[src/rtl/etme_pkg.sv]
// ============================================================================
// etme_pkg: shared types and constants for the edge table match engine
// Item layouts, segment storage format, opcodes and the bundles that pass
// between the sequencer and the match unit.
// ============================================================================
package etme_pkg;

  localparam int TABLE_ENTRIES = 64;
  localparam int COORD_BITS    = 16;
  localparam int IDX_W         = $clog2(TABLE_ENTRIES);
  localparam int CNT_W         = $clog2(TABLE_ENTRIES + 1);
  localparam int DIFF_W        = COORD_BITS + 1;
  localparam int PROD_W        = 2 * DIFF_W;
  localparam int COUNT_BITS    = 7;
  // register stages in the match unit between probe and hit
  localparam int MATCH_LAT     = 2;

  typedef enum logic [1:0] {
    OP_ADD = 2'd0,
    OP_EQ  = 2'd1,
    OP_PAR = 2'd2,
    OP_REM = 2'd3
  } etme_op_t;

  typedef logic signed [COORD_BITS-1:0] coord_t;
  typedef logic signed [DIFF_W-1:0]     diff_t;
  typedef logic signed [PROD_W-1:0]     prod_t;

  typedef struct packed {
    logic [1:0] operation;
    coord_t     first_x;
    coord_t     first_y;
    coord_t     second_x;
    coord_t     second_y;
  } etme_in_t;

  typedef struct packed {
    logic                  found;
    logic                  overflow;
    logic [COUNT_BITS-1:0] entry_count;
  } etme_out_t;

  // stored segment
  typedef struct packed {
    coord_t ax;
    coord_t ay;
    coord_t bx;
    coord_t by;
  } seg_t;

  // one table entry handed to the match unit
  typedef struct packed {
    logic             vld;
    logic [IDX_W-1:0] idx;
  } etme_probe_t;

  // verdict for one table entry
  typedef struct packed {
    logic             vld;
    logic             eq;
    logic             par;
    logic [IDX_W-1:0] idx;
  } etme_hit_t;

endpackage

[src/rtl/etme_match_unit.sv]
// ============================================================================
// etme_match_unit: shared segment compare unit
// Takes one stored segment per cycle and tests it against the request for
// equality in either endpoint order and for parallel direction (exact cross
// product). Two register stages lie between the probe and the verdict.
// ============================================================================
module etme_match_unit (
  input  logic                 clk,
  input  logic                 rst_n,
  input  etme_pkg::etme_probe_t probe,
  input  etme_pkg::seg_t       rd_seg,
  input  etme_pkg::seg_t       req,
  input  etme_pkg::diff_t      req_dx,
  input  etme_pkg::diff_t      req_dy,
  output etme_pkg::etme_hit_t  hit
);
  import etme_pkg::*;

  logic             vld_1_r, vld_2_r;
  logic [IDX_W-1:0] idx_1_r, idx_2_r;
  logic             eq_1_r,  eq_2_r;
  diff_t            sdx_1_r, sdy_1_r;
  prod_t            left_2_r, right_2_r;
  logic             same, swap;

  // endpoint compare, both orders
  assign same = (rd_seg.ax == req.ax) && (rd_seg.ay == req.ay) &&
                (rd_seg.bx == req.bx) && (rd_seg.by == req.by);
  assign swap = (rd_seg.bx == req.ax) && (rd_seg.by == req.ay) &&
                (rd_seg.ax == req.bx) && (rd_seg.ay == req.by);

  // stage valids
  always_ff @(posedge clk) begin
    if (!rst_n) begin
      vld_1_r <= 1'b0;
      vld_2_r <= 1'b0;
    end else begin
      vld_1_r <= probe.vld;
      vld_2_r <= vld_1_r;
    end
  end

  // stage 1: equality and stored direction; stage 2: cross products
  always_ff @(posedge clk) begin
    idx_1_r   <= probe.idx;
    eq_1_r    <= same || swap;
    sdx_1_r   <= DIFF_W'(rd_seg.ax) - DIFF_W'(rd_seg.bx);
    sdy_1_r   <= DIFF_W'(rd_seg.ay) - DIFF_W'(rd_seg.by);
    idx_2_r   <= idx_1_r;
    eq_2_r    <= eq_1_r;
    left_2_r  <= PROD_W'(sdx_1_r) * PROD_W'(req_dy);
    right_2_r <= PROD_W'(sdy_1_r) * PROD_W'(req_dx);
  end

  assign hit.vld = vld_2_r;
  assign hit.eq  = eq_2_r;
  assign hit.par = (left_2_r == right_2_r);
  assign hit.idx = idx_2_r;

endmodule

[config.mk]
export PLATFORM = sky130hd
export DESIGN_NAME = etme_match_unit
export DESIGN_NICKNAME = d
export VERILOG_FILES = /design/src/rtl/etme_pkg.sv /design/src/rtl/etme_match_unit.sv
export SDC_FILE = /design/constraint.sdc
export NUM_CORES = 2
export LEC_CHECK = 0
export BUFFER_PORTS_ARGS = -buffer_cell sky130_fd_sc_hd__buf_4
export CORE_MARGIN = 2
export CORE_UTILIZATION = 50
export CTS_BUF_LIST = sky130_fd_sc_hd__clkbuf_4
export CTS_CLUSTER_SIZE = 12
export DETAILED_ROUTE_END_ITERATION = 10
export GPL_ROUTABILITY_DRIVEN = 1
export MAX_ROUTING_LAYER = met4
export PLACE_DENSITY = 0.67
export SETUP_SLACK_MARGIN = 0.05
export SYNTH_ARGS = -nofsm -noshare
export SYNTH_HDL_FRONTEND = slang
export SYNTH_SLANG_ARGS = --single-unit
[constraint.sdc]
create_clock -name clk -period 8 [get_ports clk]
set_input_delay 1.2 -clock clk [delete_from_list [all_inputs] [get_ports clk]]
set_output_delay 1.2 -clock clk [all_outputs]
set_load 0.05 [all_outputs]
==> results.md <==
* Area contributors post-synth: fa_1 (44%), ha_1 (9.3%), inv_1 (9.1%)
* Maximum fanout along the worst path at 17
* Largest net degree at the start of global routing at 18
* Worst Tran Pin Value at 0.900 ns
* Clk_lat worst skew at around 0.58 ns
* Syn_nets at 3,877
* H-tree levels at 4
* CP arrival at 7.08 ns
* Hold crit path type: flip-flop to flip-flop
* RSZ-0062 raised after global routing: false
* Fmax at around 0.15 GHz
* Die height at 237 um
* Dpl hpwl at approximately 60,000 um
* Antenna Violating Nets Remaining at 0
* IO Pins at 180
* Clock Skews at between 0.02 and 0.025 ns
* DR iter-0 viols at between 900 and 1,000
* Count leader, synth: inv_1
* Clk sinks at between 100 and 150
* Worst Path Required at ~8.5 ns
* Die ar. at 56,200 um^2
* CTS tree: yes
* DR vias at 19,665
* Longest Clk Path Bufs at 2
* Fin nets at between 4,000 and 5,000
* Synth Flop Type: dfxtp_1
* Area Overhead vs Synth at 8.16%
* CTS clock-pin slew for the worst setup and hold paths at ~0.12 ns
* Fin Setup TNS at 0 ns
* Synthesis-stage register bit count at 118
* Status: finished clean
* Resized cells post-CTS at 0
* Clock root cell: clkbuf_4
* Setup crit end kind: flip-flop
* Max-Cap Viols at 0
* Share of post-route cells with drive strength above 1 at 7.37%
* Multi-input gate area at around 22,000 um^2
* Gr usage total at a little over a quarter
* IO Port Bufs at ~180
* Final hold viol count at 0
* Mapped cell area at 27,200 um^2
* DP Cell Count at about 3,700
* Fin crit period at between 6 and 7 ns
* First-pass GRT wire length at approximately 110,000 um
* First-pass detailed-route iteration total at 5
* Fill count at around 4,900
* FF/Latch Area at between 2000 and 2500 um^2
* Core Region at 53,800 um^2
* Finished Layout Cells at between 3,000 and 4,000
* Initial antenna violation count at 1
* Sequential area share after synthesis at 8.70%
* Hold WS at 0.333 ns
* Gpl congestion at 0.949
* Synth async-reset ratio at 0%
* Vias/cell at roughly 5.2
* Wire length per cell at about 18 um
* Synth area leader: fa_1
* Remaining Overflow, GRT at 0
* Max-slew violations at 0
* Total CTS buffers at 17
* CP Class: flip-flop to flip-flop
* Post-Route WL at between 60,000 and 70,000 um
* Slew Limit Headroom at ~40%
* Share of the synthesized area in the top cell type at 43.8%
* Mapped Cells at approximately 2,900
* Final core utilization at 54.6%
* Tcrit/Tclk final at between 80 and 90%
* Final setup fails at 0
* Synth cell count leaders: inv_1 (660), fa_1 (594), nand2_1 (296)
* Yosys cell types at 56
* Post-synth EDFFs at 0
* Die W at roughly 240 um
* Starting Density at between 50% and 60%
* Synthesis Warnings at 0
* # rows at 85
* Hold-fix buffers, CTS at 0
* Crit start category: flip-flop
* Avg Inst Size Synth at about 9.3 um^2
* Drc violations at 0
* Post-CTS setup buffer count at 0
* Number of global-route vias before repair at about 22,000
-- state kept, by name (all words and copies together), names as in the netlist --
register and cells:
eq_1_r 1, eq_2_r 1, idx_1_r 6, idx_2_r 6, left_2_r 34, right_2_r 34, sdx_1_r 17, sdy_1_r 17
vld_1_r 1, vld_2_r 1
-- area by class of cell --
class	instances	share of cell area, %
antenna	1	0.00852
clock buffer	18	0.460
clock inverter	14	0.379
inverter	660	8.43
multi-input combinational	2056	75.0
sequential	118	8.04
tap	696	2.96
timing repair buffer	185	4.73
-- worst max-delay path, cell delays in order (launching register included) --
cell	delay (ns)
dfxtp_1	0.86
nand2_1	0.18
fa_1	0.54
inv_1	0.06
fa_1	0.50
inv_1	0.06
fa_1	0.54
inv_1	0.05
fa_1	0.46
fa_1	0.49
inv_1	0.04
fa_1	0.47
inv_1	0.04
ha_1	0.36
nand4_1	0.12
a211o_1	0.26
a311oi_2	0.32
o21ai_2	0.14
o21ba_4	0.23
o311a_1	0.36
o21bai_1	0.16
a21oi_1	0.10
xnor2_1	0.13
-- layout by cell type (no fill, tap or decap), types with 7 or more instances in the layout --
master       n
a2111oi_0    7
a21boi_0     7
a21o_1      26
a21oi_1     57
and2_1     290
and3_1      10
buf_4      185
clkbuf_4    18
dfxtp_1    118
fa_1       594
ha_1       202
inv_1      660
nand2_1    296
nand2b_1    13
nand3_1     12
nand4_1     45
nor2_1      80
nor2b_1     15
nor3_1      19
nor4_1      13
o21a_1      15
o21ai_0     39
o21bai_1     7
xnor2_1    217
xor2_1      32
-- metal layers --
metal | vias up | global-route usage (%) | wire [um]
li1 | 8936 | - | -
met1 | 10005 | 31.6 | 26700
met2 | 589 | 46.8 | 35500
met3 | 135 | 3.49 | 3240
met4 | 0 | 8.48 | 2270
met5 | - | - | 0
-- per-stage QoR --
stage | area (um^2) | setup WS (ns)
2_1_floorplan | 27200 | 0.958
3_3_place_gp | 29100 | 0.978
3_5_place_dp | 29100 | 0.903
4_1_cts | 29400 | 1.36
5_1_grt | 29400 | 1.03
6_report | 29400 | 1.38
-- worst paths after layout --
check,startpoint,to,slack (ns),depth (start not counted)
setup / recovery,sdy_1_r[6],right_2_r[33],1.38,22
hold / removal,idx_1_r[3],idx_2_r[3],0.33,0
setup reg to reg,sdy_1_r[6],right_2_r[33],1.38,22
hold reg to reg,idx_1_r[3],idx_2_r[3],0.33,0
-- cell families (layout without fill, tap and decap cells) --
| group | count (synthesis) | in the layout | synth area share, % |
|---|---|---|---|
| DFF | 118 | 118 | 8.70 |
| xor gates and xnor gates | 249 | 249 | 8.03 |
| and+or+nand+nor | 804 | 804 | 14.9 |
| AOI/OAI and AO/OA | 207 | 207 | 5.05 |
| adders and majority gates | 796 | 796 | 53.1 |
| buffers and inverters | 736 | 877 | 10.2 |
| other | 0 | 1 | 0 |
Power is not shown: default switching activity piles up to over one toggle a cycle in this logic, so the estimate is an artifact.
